## src/rtl/drd_pkg.sv

```systemverilog
package drd_pkg;

    // Field and state widths
    localparam int VALUE_W   = 32;
    localparam int POS_W     = 10;
    localparam int BOX_WORDS = 4;
    localparam int BOX_IDX_W = 2;
    localparam int POS_SCORE = BOX_WORDS;
    localparam int POS_CLASS = BOX_WORDS + 1;
    localparam logic [POS_W-1:0] POS_MAX = 10'd1023;

    // Back end arithmetic widths: (word - pad) is 33 bits, inverse scale 25 bits signed
    localparam int DIFF_W = VALUE_W + 1;
    localparam int PROD_W = DIFF_W + 25;
    localparam int EXT_W  = PROD_W + 2;

    // Job queue, depth must be a power of two
    localparam int QUEUE_DEPTH = 4;
    localparam int QPTR_W      = 2;

    // Configuration port
    localparam int ADDR_W = 5;
    localparam int DATA_W = 32;

    typedef enum logic [2:0] {
        REG_EMBEDDED_MODE   = 3'd0,
        REG_CLASS_COUNT     = 3'd1,
        REG_SCORE_THRESHOLD = 3'd2,
        REG_INV_SCALE_X     = 3'd3,
        REG_INV_SCALE_Y     = 3'd4,
        REG_PAD_X           = 3'd5,
        REG_PAD_Y           = 3'd6
    } reg_index_t;

    typedef struct packed {
        logic        embedded_mode;
        logic [7:0]  class_count;
        logic [16:0] score_threshold;
        logic [23:0] inv_scale_x;
        logic [23:0] inv_scale_y;
        logic [25:0] pad_x;
        logic [25:0] pad_y;
    } cfg_t;

    localparam cfg_t CFG_RESET = '{
        embedded_mode:   1'b0,
        class_count:     8'd80,
        score_threshold: 17'd16384,
        inv_scale_x:     24'd65536,
        inv_scale_y:     24'd65536,
        pad_x:           26'd0,
        pad_y:           26'd0
    };

    typedef struct packed {
        logic signed [VALUE_W-1:0] value;
        logic                      last_in_row;
        logic                      first_of_frame;
    } elem_t;

    typedef struct packed {
        logic [7:0]                class_id;
        logic signed [VALUE_W-1:0] score;
        logic [15:0]               row_index;
        logic [14:0]               box_left;
        logic [14:0]               box_top;
        logic signed [15:0]        box_width;
        logic signed [15:0]        box_height;
    } det_t;

    // One qualifying row handed from the front end to the back end
    typedef struct packed {
        logic                                embedded_mode;
        logic [7:0]                          class_id;
        logic signed [VALUE_W-1:0]           score;
        logic [15:0]                         row_index;
        logic [BOX_WORDS-1:0][VALUE_W-1:0]   box_words;
    } job_t;

endpackage

```

## src/rtl/drd_queue.sv

```systemverilog
module drd_queue
    import drd_pkg::*;
(
    input  logic clk,
    input  logic rst_n,
    input  logic push,
    input  job_t push_job,
    output logic full,
    input  logic pop,
    output job_t head_job,
    output logic not_empty
);

    job_t              entry_reg [QUEUE_DEPTH];
    logic [QPTR_W-1:0] wr_ptr_reg;
    logic [QPTR_W-1:0] rd_ptr_reg;
    logic [QPTR_W:0]   count_reg;
    logic              do_push;
    logic              do_pop;

    assign full      = (count_reg == (QPTR_W+1)'(QUEUE_DEPTH));
    assign not_empty = (count_reg != '0);
    assign do_push   = push && !full;
    assign do_pop    = pop && not_empty;
    assign head_job  = entry_reg[rd_ptr_reg];

    // Store incoming jobs
    always_ff @(posedge clk)
    begin
        if (do_push)
        begin
            entry_reg[wr_ptr_reg] <= push_job;
        end
    end

    // Advance pointers and occupancy
    always_ff @(posedge clk or negedge rst_n)
    begin
        if (!rst_n)
        begin
            wr_ptr_reg <= '0;
            rd_ptr_reg <= '0;
            count_reg  <= '0;
        end
        else
        begin
            if (do_push)
            begin
                wr_ptr_reg <= wr_ptr_reg + 1'b1;
            end
            if (do_pop)
            begin
                rd_ptr_reg <= rd_ptr_reg + 1'b1;
            end
            if (do_push && !do_pop)
            begin
                count_reg <= count_reg + 1'b1;
            end
            else if (do_pop && !do_push)
            begin
                count_reg <= count_reg - 1'b1;
            end
        end
    end

endmodule

```

## config.mk

```make
export PLATFORM = sky130hd
export DESIGN_NAME = drd_queue
export DESIGN_NICKNAME = d
export VERILOG_FILES = /design/src/rtl/drd_pkg.sv /design/src/rtl/drd_queue.sv
export SDC_FILE = /design/constraint.sdc
export NUM_CORES = 1
export LEC_CHECK = 0
export ABC_AREA = 1
export BUFFER_PORTS_ARGS = -buffer_cell sky130_fd_sc_hd__buf_2
export CAP_MARGIN = 20
export CORE_UTILIZATION = 45
export CTS_BUF_LIST = sky130_fd_sc_hd__clkbuf_8
export CTS_CLUSTER_DIAMETER = 60
export DETAILED_ROUTE_END_ITERATION = 8
export GPL_ROUTABILITY_DRIVEN = 0
export SYNTH_ARGS = -nofsm -noshare
export SYNTH_HDL_FRONTEND = slang
export SYNTH_SLANG_ARGS = --single-unit
```

## constraint.sdc

```tcl
create_clock -name clk -period 10.6 [get_ports clk]
set_clock_uncertainty 0.2 [all_clocks]
set_input_delay 1.59 -clock clk [delete_from_list [all_inputs] [get_ports clk]]
set_output_delay 1.59 -clock clk [all_outputs]
set_load 0.02 [all_outputs]
```

---- Word-level counts from Yosys, hierarchy flattened ----
Memories as Yosys holds them, arrays and structs flattened.
Index checks and enable logic that the tools add are counted.
storage, ports and cells
  flip-flop bits (word level) ............. 7
  memories ................................ 1
  output and inout bits ................... 187
  memory bits (writable) .................. 740
  logic and storage cells ................. 22
  input port bits ......................... 189
cells by class
  $add $sub $neg .......................... 4
  reduce and logical (&&, ||, !) cells .... 9
  muxes and demuxes ....................... 4
  eq/ne operators ......................... 1
memories
  name       depth  width  rd ports  clocked after memory_dff  write ports  RTL line         source
  entry_reg  4      185    1         0                         1            drd_queue.sv:14  job_t entry_reg [QUEUE_DEPTH];
operators with widths
  kind                 count
  $mux 3               2
  $add 2x1->2 const B  2
  $logic_and 1x1->1    4
  $add 3x1->3 const B  1
  $eq 3x3->1 const B   1
  $logic_not 1->1      3
  $reduce_bool 3->1    1
  $sub 3x1->3 const B  1
  $mux 1               2
  $reduce_bool 2->1    1

---- Longest topological paths before layout ----
  word-level depth ........................ 7
  gate-level depth with buffers ........... 12
  depth with buffers taken out ............ 12

---- Worst setup path after synthesis ----
Ideal clock, no wire load.
  kind .................................... input -> register
  from .................................... in push
  to ...................................... mem entry_reg[0][0] in the netlist's numbering (enable)
  path buffers ............................ 0
  arrival time ............................ 9.405 ns
  slack ................................... 0.261 ns
  data required time ...................... 9.666 ns
  stages .................................. 2
  setup time .............................. 0.734 ns
  cells stage by stage .................... nand2_1 nor2_1
on the way
  longest elaborated chain between the ends .. 3
RTL lines
  what                          RTL line         source
  start, declared               drd_queue.sv:6   input logic push,
  $logic_and 1x1->1             drd_queue.sv:23  assign do_push = push && !full;
  $mux 1                        drd_queue.sv:30  if (do_push)
  $mux 1 (implied by the code)  drd_queue.sv:32  entry_reg[wr_ptr_reg] <= push_job;
  end, declared                 drd_queue.sv:14
No other way between the ends.

==> flow_summary.rst <==
.. list-table::
   :header-rows: 1

   * - Metric
     - Value
   * - Worst-case headroom to the max-slew limit
     - 20.6%
   * - Post-synthesis to final-layout area growth
     - 15.3%
   * - Most area-consuming cells after synthesis
     - edfxtp_1, o211ai_1, nand2_1
   * - CTS clk-pin slew, worst paths
     - 0.06 ns
   * - Final Hold Violating Endpoints
     - 0
   * - Clock Sinks
     - 747
   * - CP peak stage delay
     - 0.75 ns
   * - Largest register FFs
     - 740
   * - Setup TNS
     - 0 ns
   * - Die area
     - 67200 um^2
   * - Share of the synthesized area in the top cell type
     - 74.7%
   * - Crit Path Category
     - reg2out
   * - Pin count of the biggest net entering global routing
     - 277
   * - Overall Global Routing Usage
     - 18.3%
   * - GR met3 Demand/Resource
     - 5.57%
   * - Drt pass-1 iters
     - 5
   * - Result of the run
     - finished, final reports clean
   * - Congestion Overflow GR
     - 0
   * - # IOs
     - 376
   * - Critical-path maximum fanout
     - 185
   * - Initial antenna violation count
     - 20
   * - Startpoint class of the critical path
     - flip-flop
   * - Slowest CP cell
     - buf_4
   * - Number of vias per cell
     - 4.92
   * - Via total after detailed routing
     - 17600
   * - Power consumption
     - 9.73 mW
   * - Pleak
     - 13.9 nW
   * - Sum of routed wire length over all layers
     - 61700 um
   * - Detailed-placement wirelength estimate
     - 33900 um
   * - Cts repair resizes
     - 0
   * - Number of warnings printed during yosys synthesis
     - 0
   * - Bufs on Longest Clock Path
     - 3
   * - Residual DRC count
     - 0
   * - GRT busiest layer
     - met2
   * - Synth cell count leaders
     - edfxtp_1, nand2_1, inv_1, o211ai_1, clkbuf_1
   * - Family of cells with the greatest summed delay on the critical path
     - buffers and inverters
   * - Total Nets Final
     - 2807
   * - Type of the tightest min-delay check
     - reg2reg
   * - Rows
     - 93
   * - Number of slew-limit violations in the final report
     - 0
   * - Number of global-route vias before repair
     - 17400
   * - Asr flop ratio synth
     - 0.937%
   * - Post-Syn Area
     - 29800 um^2
   * - Global routing usage on met1
     - 22.4%
   * - Ys flop type
     - edfxtp_1
   * - Mean Syn Cell Area
     - 13.4 um^2
   * - Die extent in y
     - 259 um
   * - Placed Instances
     - 3343
   * - Most instantiated library cell after synthesis
     - edfxtp_1
   * - Total buffers and inverters traversed by the critical path
     - 4
   * - Root Driver
     - clkbuf_8
   * - Top cell type by total area after synthesis
     - edfxtp_1
   * - # Max-Cap Violations
     - 0
   * - H-tree levels
     - 3
   * - Number of distinct library cells after synthesis
     - 17
   * - Fraction of final layout cells sized beyond drive strength 1
     - 19.9%
   * - Initial core utilization
     - 45.8%
   * - Worst ir drop on vdd
     - 0.000254 V
   * - Setup repair after global routing missed its margin
     - false
   * - Critical path data arrival time
     - 3.92 ns
   * - Number of nets in the synthesized netlist
     - 2414
   * - Flip-flop and latch count after synthesis
     - 747
   * - Pwr dens
     - 284 nW/um^2
   * - DRC marker count from the first detailed-route iteration
     - 1024
   * - Core Area
     - 64900 um^2
   * - Share of the clock period used by the worst path after layout
     - 53.9%
   * - CP required
     - 8.81 ns
   * - Number of standard cells after synthesis
     - 2219
   * - Antenna-violating nets left
     - 0
   * - F_max
     - 175 MHz
   * - Wirelength per Cell
     - 17.2 um
   * - Insertion delay of the later-clocked pin in the worst-skew pair
     - 0.70 ns
   * - CP cell instances
     - inv_8 -> buf_4 -> buf_4 -> nand2_1 -> o211ai_1 -> nand2_1 -> buf_2
   * - EDFF count, synth
     - 740
   * - Setup violations, final
     - 0
   * - Count of buffers added by post-CTS timing repair for setup
     - 0
   * - Sequential fraction of the synthesis area
     - 75.3%
   * - Num CTS Buffers
     - 121
   * - Cts-stage hold buffer count
     - 0
   * - Critical Path End Type
     - output port
   * - Met2 global-route usage
     - 30.5%
   * - Cell Count, Final, Fillers Out
     - 3580
   * - Chip width
     - 259 um
   * - I/O Buffers
     - 375
   * - Transition time at the pin with the least slew margin
     - 1.19 ns
   * - Period minus WS final
     - 5.71 ns
   * - TritonCTS clock tree
     - built
   * - First-pass GRT wire length
     - 94500 um
-- kinds of logic (layout without fill, tap and decap cells) --
logic type | Yosys count | count (layout) | share of synthesized area (%)
flip-flops | 747 | 747 | 75.3
AND/OR/NAND/NOR | 585 | 585 | 7.42
buffers and inverters | 509 | 1000 | 7.66
AO/OA/AOI/OAI | 371 | 371 | 9.35
adder cells (fa/ha/maj) | 6 | 6 | 0.278
XOR/XNOR | 1 | 1 | 0.0294
other | 0 | 15 | 0
-- per-stage QoR --
step	instance area [um^2]	utilization [%]	worst slack [ns]	hold WS [ns]
finish	34300	52.8	4.89	0.320
CTS	34200	52.7	4.76	0.329
global route	34300	52.8	4.48	0.360
global placement	32100	49.4	5.60	0.277
floorplan	29800	-	0.261	0.263
detailed placement	32100	49.4	5.56	0.312
-- final cells by class --
cell class	instances	area [um^2]
fill	5479	30600
sequential	747	22400
multi-input combinational	963	5110
timing repair buffer	393	2080
clock buffer	122	1680
inverter	386	1460
tap	855	1070
clock inverter	99	467
antenna	15	37.5
-- final timing paths --
path / startpoint / end / slack [ns] / cells past startpoint
worst max-delay path: rd_ptr_reg[0] / head_job[106] / 4.89 / 7
worst min-delay path: count_reg[2] / count_reg[2] / 0.32 / 2
worst max register to register: count_reg[0] / entry_reg[1][52] / 6.66 / 6
worst min register to register: count_reg[2] / count_reg[2] / 0.32 / 2
max in group asynchronous: rst_n / rd_ptr_reg[1] / 9.49 / 1
min in group asynchronous: rst_n / wr_ptr_reg[1] / 0.52 / 1
-- per-layer routing --
| metal | wire [um] | part of all wire, % |
|---|---|---|
| met2 | 29600 | 48 |
| met3 | 5050 | 8.2 |
| met4 | 1420 | 2.3 |
| met1 | 25600 | 41 |
| met5 | 105 | 0.17 |
-- worst register-to-register path, cell delays in order, from the launching register on --
cell	delay, ns
dfrtp_1	0.41
inv_1	0.09
nand3_1	0.17
nand2_1	0.31
nor2_4	0.68
buf_4	0.86
buf_4	0.78
-- where the power goes --
part	switching [mW]	internal (mW)
sequential	0.154	3.89
clock	1.09	1.10
combinational	2.54	0.968
-- placed cells by master, fill, tap and decap left out, drive strengths merged, types with 5 or more instances in the layout --
cell type	synthesis	layout
o211ai	370	370
edfxtp	740	740
dfrtp	7	7
inv	386	433
clkinv	0	49
nand2	573	573
ha	5	5
diode	0	15
clkbuf	45	122
buf	78	393
nand3	7	7
Note: power is estimated with default switching activity, not from simulation.
