**config.mk**
```make
export PLATFORM = sky130hd
export DESIGN_NAME = drd_front
export DESIGN_NICKNAME = d
export VERILOG_FILES = /design/src/rtl/drd_pkg.sv /design/src/rtl/drd_front.sv
export SDC_FILE = /design/constraint.sdc
export NUM_CORES = 1
export LEC_CHECK = 0
export ABC_AREA = 1
export BUFFER_PORTS_ARGS = -buffer_cell sky130_fd_sc_hd__buf_4
export CAP_MARGIN = 20
export CORE_UTILIZATION = 45
export DETAILED_ROUTE_END_ITERATION = 8
export GPL_TIMING_DRIVEN = 0
export PLACE_DENSITY = 0.73
export SLEW_MARGIN = 20
export SYNTH_ARGS = -nofsm -noshare
export SYNTH_HDL_FRONTEND = slang
export SYNTH_SLANG_ARGS = --single-unit
export TNS_END_PERCENT = 100
```
**constraint.sdc**
```tcl
create_clock -name clk -period 6.3 [get_ports clk]
set_input_delay 0.945 -clock clk [delete_from_list [all_inputs] [get_ports clk]]
set_output_delay 0.945 -clock clk [all_outputs]
set_load 0.01 [all_outputs]
```
**src/rtl/drd_pkg.sv**
```systemverilog
package drd_pkg;

    // Field and state widths
    localparam int VALUE_W   = 32;
    localparam int POS_W     = 10;
    localparam int BOX_WORDS = 4;
    localparam int BOX_IDX_W = 2;
    localparam int POS_SCORE = BOX_WORDS;
    localparam int POS_CLASS = BOX_WORDS + 1;
    localparam logic [POS_W-1:0] POS_MAX = 10'd1023;

    // Back end arithmetic widths: (word - pad) is 33 bits, inverse scale 25 bits signed
    localparam int DIFF_W = VALUE_W + 1;
    localparam int PROD_W = DIFF_W + 25;
    localparam int EXT_W  = PROD_W + 2;

    // Job queue, depth must be a power of two
    localparam int QUEUE_DEPTH = 4;
    localparam int QPTR_W      = 2;

    // Configuration port
    localparam int ADDR_W = 5;
    localparam int DATA_W = 32;

    typedef enum logic [2:0] {
        REG_EMBEDDED_MODE   = 3'd0,
        REG_CLASS_COUNT     = 3'd1,
        REG_SCORE_THRESHOLD = 3'd2,
        REG_INV_SCALE_X     = 3'd3,
        REG_INV_SCALE_Y     = 3'd4,
        REG_PAD_X           = 3'd5,
        REG_PAD_Y           = 3'd6
    } reg_index_t;

    typedef struct packed {
        logic        embedded_mode;
        logic [7:0]  class_count;
        logic [16:0] score_threshold;
        logic [23:0] inv_scale_x;
        logic [23:0] inv_scale_y;
        logic [25:0] pad_x;
        logic [25:0] pad_y;
    } cfg_t;

    localparam cfg_t CFG_RESET = '{
        embedded_mode:   1'b0,
        class_count:     8'd80,
        score_threshold: 17'd16384,
        inv_scale_x:     24'd65536,
        inv_scale_y:     24'd65536,
        pad_x:           26'd0,
        pad_y:           26'd0
    };

    typedef struct packed {
        logic signed [VALUE_W-1:0] value;
        logic                      last_in_row;
        logic                      first_of_frame;
    } elem_t;

    typedef struct packed {
        logic [7:0]                class_id;
        logic signed [VALUE_W-1:0] score;
        logic [15:0]               row_index;
        logic [14:0]               box_left;
        logic [14:0]               box_top;
        logic signed [15:0]        box_width;
        logic signed [15:0]        box_height;
    } det_t;

    // One qualifying row handed from the front end to the back end
    typedef struct packed {
        logic                                embedded_mode;
        logic [7:0]                          class_id;
        logic signed [VALUE_W-1:0]           score;
        logic [15:0]                         row_index;
        logic [BOX_WORDS-1:0][VALUE_W-1:0]   box_words;
    } job_t;

endpackage

```
**src/rtl/drd_front.sv**
```systemverilog
module drd_front
    import drd_pkg::*;
#(
    parameter int FRAC_BITS      = 16,
    parameter int ROW_COUNT_BITS = 16
)
(
    input  logic  clk,
    input  logic  rst_n,
    input  cfg_t  cfg,
    input  logic  elem_valid,
    output logic  elem_stall,
    input  elem_t elem,
    input  logic  queue_full,
    output logic  push,
    output job_t  push_job
);

    logic [POS_W-1:0]                  pos_reg;
    logic [POS_W-1:0]                  pos_next;
    logic signed [VALUE_W-1:0]         best_score_reg;
    logic [7:0]                        best_class_reg;
    logic [ROW_COUNT_BITS-1:0]         row_cnt_reg;
    logic [ROW_COUNT_BITS-1:0]         row_cnt_next;
    logic [BOX_WORDS-1:0][VALUE_W-1:0] box_reg;

    logic                              accept;
    logic [POS_W-1:0]                  pos_cur;
    logic [POS_W-1:0]                  slot;
    logic signed [VALUE_W-1:0]         score_cur;
    logic signed [VALUE_W-1:0]         score_new;
    logic [7:0]                        class_cur;
    logic [7:0]                        class_new;
    logic [ROW_COUNT_BITS-1:0]         row_cur;
    logic signed [VALUE_W-1:0]         int_part;
    logic [7:0]                        class_of_value;
    logic                              score_ok;

    assign elem_stall = queue_full;
    assign accept     = elem_valid && !queue_full;

    // Integer part of the class element, clamped to 0..255
    assign int_part       = elem.value >>> FRAC_BITS;
    assign class_of_value = (elem.value < 0) ? 8'd0 :
                            ((int_part[VALUE_W-1:8] != '0) ? 8'hFF : int_part[7:0]);

    // Classify the element by its position in the row
    always_comb
    begin
        pos_cur   = elem.first_of_frame ? '0 : pos_reg;
        score_cur = elem.first_of_frame ? '0 : best_score_reg;
        class_cur = elem.first_of_frame ? '0 : best_class_reg;
        row_cur   = elem.first_of_frame ? '0 : row_cnt_reg;
        slot      = pos_cur - POS_W'(BOX_WORDS);
        score_new = score_cur;
        class_new = class_cur;
        if (pos_cur >= POS_W'(BOX_WORDS))
        begin
            if (cfg.embedded_mode)
            begin
                if (pos_cur == POS_W'(POS_SCORE))
                begin
                    score_new = elem.value;
                end
                else if (pos_cur == POS_W'(POS_CLASS))
                begin
                    class_new = class_of_value;
                end
            end
            else if (slot < POS_W'(cfg.class_count))
            begin
                if (pos_cur == POS_W'(POS_SCORE) || elem.value > score_cur)
                begin
                    score_new = elem.value;
                    class_new = slot[7:0];
                end
            end
        end
    end

    // Hand a qualifying row to the back end
    assign score_ok = $signed({score_new[VALUE_W-1], score_new}) >=
                      $signed({16'd0, cfg.score_threshold});
    assign push     = accept && elem.last_in_row && (pos_cur >= POS_W'(BOX_WORDS)) && score_ok;

    always_comb
    begin
        push_job.embedded_mode = cfg.embedded_mode;
        push_job.class_id      = class_new;
        push_job.score         = score_new;
        push_job.row_index     = 16'(row_cur);
        push_job.box_words     = box_reg;
    end

    // Row position and row numbering
    always_comb
    begin
        if (elem.last_in_row)
        begin
            pos_next     = '0;
            row_cnt_next = row_cur + 1'b1;
        end
        else
        begin
            pos_next     = (pos_cur < POS_MAX) ? pos_cur + 1'b1 : pos_cur;
            row_cnt_next = row_cur;
        end
    end

    always_ff @(posedge clk or negedge rst_n)
    begin
        if (!rst_n)
        begin
            pos_reg        <= '0;
            best_score_reg <= '0;
            best_class_reg <= '0;
            row_cnt_reg    <= '0;
        end
        else if (accept)
        begin
            pos_reg     <= pos_next;
            row_cnt_reg <= row_cnt_next;
            if (elem.last_in_row)
            begin
                best_score_reg <= '0;
                best_class_reg <= '0;
            end
            else
            begin
                best_score_reg <= score_new;
                best_class_reg <= class_new;
            end
        end
    end

    // Capture box words at the start of a row
    always_ff @(posedge clk)
    begin
        if (accept && (pos_cur < POS_W'(BOX_WORDS)))
        begin
            box_reg[pos_cur[BOX_IDX_W-1:0]] <= elem.value;
        end
    end

endmodule

```
== Word-level counts from Yosys, hierarchy flattened ==
Index checks and enable logic that the tools add are counted.
Cells by class
  add/sub/neg operators: 3
  equal/unequal tests: 2
  reductions and logical operators: 9
  multiplexer cells: 25
  magnitude comparators: 9
Operators by type and width (number)
  $mux W32: 8
  $bwmux W128: 1
  $mux W8: 10
  $demux W32 S2: 1
  $ge A32 B18 Y1: 1
  $gt A32 B32 Y1: 1
  $lt A32 B1 Y1 const B: 1
  $mux W16: 2
  $mux W10: 3
  $reduce_bool A24 Y1: 1
  $eq A10 B3 Y1 const B: 2
  $add A16 B1 Y16 const B: 1
  $add A10 B1 Y10 const B: 1
  $ge A10 B3 Y1 const B: 1
  $lt A10 B10 Y1 const B: 1
  $lt A10 B3 Y1 const B: 1
  $lt A10 B8 Y1: 1
  $sub A10 B3 Y10 const B: 1
  $logic_and A1 B1 Y1: 6
  $lt A2 B3 Y1 const B: 1
  $ge A2 B1 Y1 const B: 1
  $logic_not A1 Y1: 1
  $logic_or A1 B1 Y1: 1
Word-level totals
  input bits: 164
  output and inout bits: 187
  flip-flop bits (word level): 194
  logic and storage cells: 56

== Longest topological paths before layout ==
  word-level depth: 9
  gate-level depth with buffers: 41
  depth with buffers taken out: 38

== Least setup slack after synthesis ==
No wires, ideal clock.
  path kind: input -> output
  start point: input elem[0] in the netlist's numbering
  end point: output push
  data required time: 5355 ps
  arrival time: 4834 ps
  path buffers: 5
  path slack: 521 ps
  stages on the path: 33
  path through: buf_4 > clkbuf_1 > clkbuf_1 > nor2_1 > inv_1 > ha_1 > a21oi_1 > o21a_1 > nand2_1 > a21oi_1 > nand3_1 > nand2_1 > nand2_1 > nand2_2 > nand2_4 > buf_4 > buf_2 > o21ai_1 > nand2_1 > inv_1 > ha_1 > a21oi_1 > o21ai_0 > nand2_1 > o211ai_1 > o21ai_0 > o2111ai_1 > a21oi_1 > nand3_1 > nor2_1 > nand2_1 > nor2_1 > nor2_1
RTL lines
  from (decl): line drd_front.sv:13  | input elem_t elem,
  to (decl): line drd_front.sv:15  | output logic push,

== Final worst setup path ==
  start point: input elem[0] in the netlist's numbering
  end point: output push
On the way
  cells in the longest elaborated chain, start to end: 9
  elaborated cells between the ends (all ways): 16
  classes of those cells: 1 x add/sub; 4 x order compare; 1 x eq/ne; 7 x mux; 3 x reduce/logical
Ends and longest elaborated chain
  branches (longest 8 deep; another with $ge A32 B18 Y1)
  $logic_and A1 B1 Y1 *: line drd_front.sv:84  | assign push = accept && elem.last_in_row && (pos_cur >= POS_W'(BOX_WORDS)) && score_ok;
Every way passes the cells marked *.

==> results.ini <==
[run_status]
status = complete, but fails checks
violations = negative setup slack

[finish]
largest_reg_flops = 128
syn_to_final_growth_pct = 41.8
num_antenna_cells = 0
mostFrequentLayoutCells = buf_4, inv_1, nand2_1
final_common_cell = buf_4
fin_util_pct = 65.4
nets = 1772
n_fill_cell = 1719
layout-drive-gt1-share_pct = 34.0
design_area_mm2 = 0.0149

[clocking]
holdBufCountCts = 0
cts_tree = built
root_buffer = clkbuf_16
clk_pin_slew_ns = 0.08
cts_sinks = 194
htree_levels = 4
clockBufferDepth = 2
cts_buffers = 17
insertion_delay_ns = 0.44

[power]
total_power_uw = 3080
swShare_pct = 29.3
comb_power_share_pct = 18.3
p_switching_uw = 903
p_leak_uw = 0.00680
power_frac_seq_pct = 45.9
pwr-share-clk_pct = 35.8
power_density_mw_per_mm2 = 207
peakVddDrop_uv = 160
p_int_uw = 2180

[detailed_routing]
drt_iter0_drc = 1174
routedWlPerCell_um = 18.8
ant_nets = 0
drc = 0
wirelength_um = 34600
vias = 10100
routed_via_density = 5.47
detail_route.first_pass.iterations = 7

[critical_path]
critPathLaunchType = primary input
crit_top_cell = nand2_1
crit_type = in -> out
cp.arrival_ns = 5.57
required_ns = 5.35
cpMaxStageDelayCell = ha_1
r2r_start = pos_reg[3]$_DFFE_PN0P_
startpoint = elem[0]
path_max_fanout = 8
end_kind = output pin
crit_path_max_incr_delay_ns = 0.28

[synth]
yosys_warnings = 0
ys_types = 38
synth-seq-cells = 194
async_flop_share_pct = 34.0
syn_nets = 1414
yosys_most_used_dff = edfxtp_1
synth_top_area_share_pct = 36.7
postSynthAreaPerCell_um2 = 8.83
netlist_area_mm2 = 0.0105
synth_top_cell_by_area = edfxtp_1
yosys-top-cells-area = edfxtp_1, dfrtp_1, inv_1
yosysSeqAreaShare_pct = 52.4
postSynthCellCount = 1186
synth_edf_count = 128

[global_routing]
overflow = 0
grt_max_degree = 67
grt_pass1_vias = 9720
grtUsageTotal_pct = 28.4
grt_first_pass_wirelength_um = 52100
antenna_found_initial = 0

[floorplan]
die_height_um = 155
fp-row-count = 55
chipWidth_um = 155
design.die.area_mm2 = 0.0239
core_area_mm2 = 0.0227
initial_utilization_pct = 46.1
io_pins = 351

[hold_path]
worstHoldStart = best_class_reg[4]$_DFFE_PN0P_
hp-class = reg -> reg

[place]
placed_area_mm2 = 0.0128
place_congestion = 0.925
numPortBuffers = 249
dp_hpwl_um = 22600

[timing]
period_needed_ns = 6.52
maxSlewHeadroom_pct = 41.2
rsz0062_at_grt = yes
fmax_mhz = 153
fin_crit_sh_pct = 103
tightest_slew_ns = 0.882
fin_skew_ns = 0.0128
setup_slack_ns = -0.216
maxSlewViolCount = 0
hold_viol_final = 0
setup_violations = 1

[job]
drv_cap = 0

[Yosys cell counts (11+ instances only)]
master,count
o211ai_1,11
inv_1,233
clkbuf_1,22
xor2_1,14
o21ai_0,79
nand2_1,174
edfxtp_1,128
a21oi_1,70
nor3_1,12
o22ai_1,37
o21ai_1,16
dfrtp_1,66
ha_1,64
nand3_1,37
nor2_1,149
[path summary, 6_finish.rpt]
| kind | endpoint | slack [ns] | cells after the start |
|---|---|---|---|
| worst max-delay path | push | -0.22 | 43 |
| worst min-delay path | best_class_reg[4]$_DFFE_PN0P_ | 0.49 | 2 |
| worst max register to register | best_score_reg[1]$_DFFE_PN0P_ | 0.58 | 41 |
| worst min register to register | best_class_reg[4]$_DFFE_PN0P_ | 0.49 | 2 |
| max in group asynchronous | row_cnt_reg[9]$_DFFE_PN0P_ | 5.10 | 1 |
| min in group asynchronous | best_score_reg[28]$_DFFE_PN0P_ | 0.60 | 1 |
[power by group through the flow]
| stage | Sequential, µW | Combinational (µW) | Clock [µW] |
|---|---|---|---|
| 2_1_floorplan | 1450 | 213 | 0 |
| 5_1_grt | 1420 | 609 | 1160 |
| 6_report | 1410 | 563 | 1100 |
| 3_3_place_gp | 1440 | 397 | 0 |
| 4_1_cts | 1410 | 510 | 1110 |
| 3_5_place_dp | 1440 | 414 | 0 |
[per-stage QoR]
step / hold slack [ns] / setup WS [ns] / setup TNS [ns] / cells
3_5_place_dp: 0.475 / -1.42 / -1.42 / 1724
4_1_cts: 0.497 / -0.0463 / -0.0463 / 1837
2_1_floorplan: 0.450 / 0.521 / 0 / 1186
5_1_grt: 0.535 / -0.453 / -0.470 / 1842
3_3_place_gp: 0.464 / -1.42 / -1.42 / 1720
6_report: 0.494 / -0.216 / -0.216 / 1842
[area by class of cell]
cell class | count | area, µm² | area share, %
Sequential cell | 194 | 5500 | 37.0
Multi-Input combinational cell | 708 | 4490 | 30.2
Timing Repair Buffer | 340 | 2670 | 18.0
Inverter | 244 | 933 | 6.28
Clock buffer | 17 | 425 | 2.86
Tap cell | 285 | 357 | 2.40
Buffer | 39 | 328 | 2.21
Clock inverter | 15 | 156 | 1.05
[cells by family after synthesis]
group	synth area share, %
AND/OR/NAND/NOR	15.9
buffers and inverters	10.6
AO/OA/AOI/OAI	11.7
flip-flops	52.4
adder cells (fa/ha/maj)	7.64
XOR/XNOR	1.67
[critical path, delay by kind of cell]
kind	cells	cell delay, ns
adders and majority gates	2	0.49
AOI/OAI and AO/OA	7	1.08
buffers and inverters	10	1.07
and+or+nand+nor	24	1.97
[per-layer routing]
metal,share of wire (%),global-route usage [%],vias up
met1,40,37.1,4703
met4,4.5,14.4,0
li1,-,-,4586
met5,0,0,-
met3,9.4,5.16,134
met2,46,45.5,661
[repair_timing]
action	4_1_cts	5_1_grt
resized for setup	133	61
pin swaps	50	41
endpoints found under the setup margin	1	2
gates cloned	2	1
setup buffers	80	11
Power figures use the tool's default switching activity.
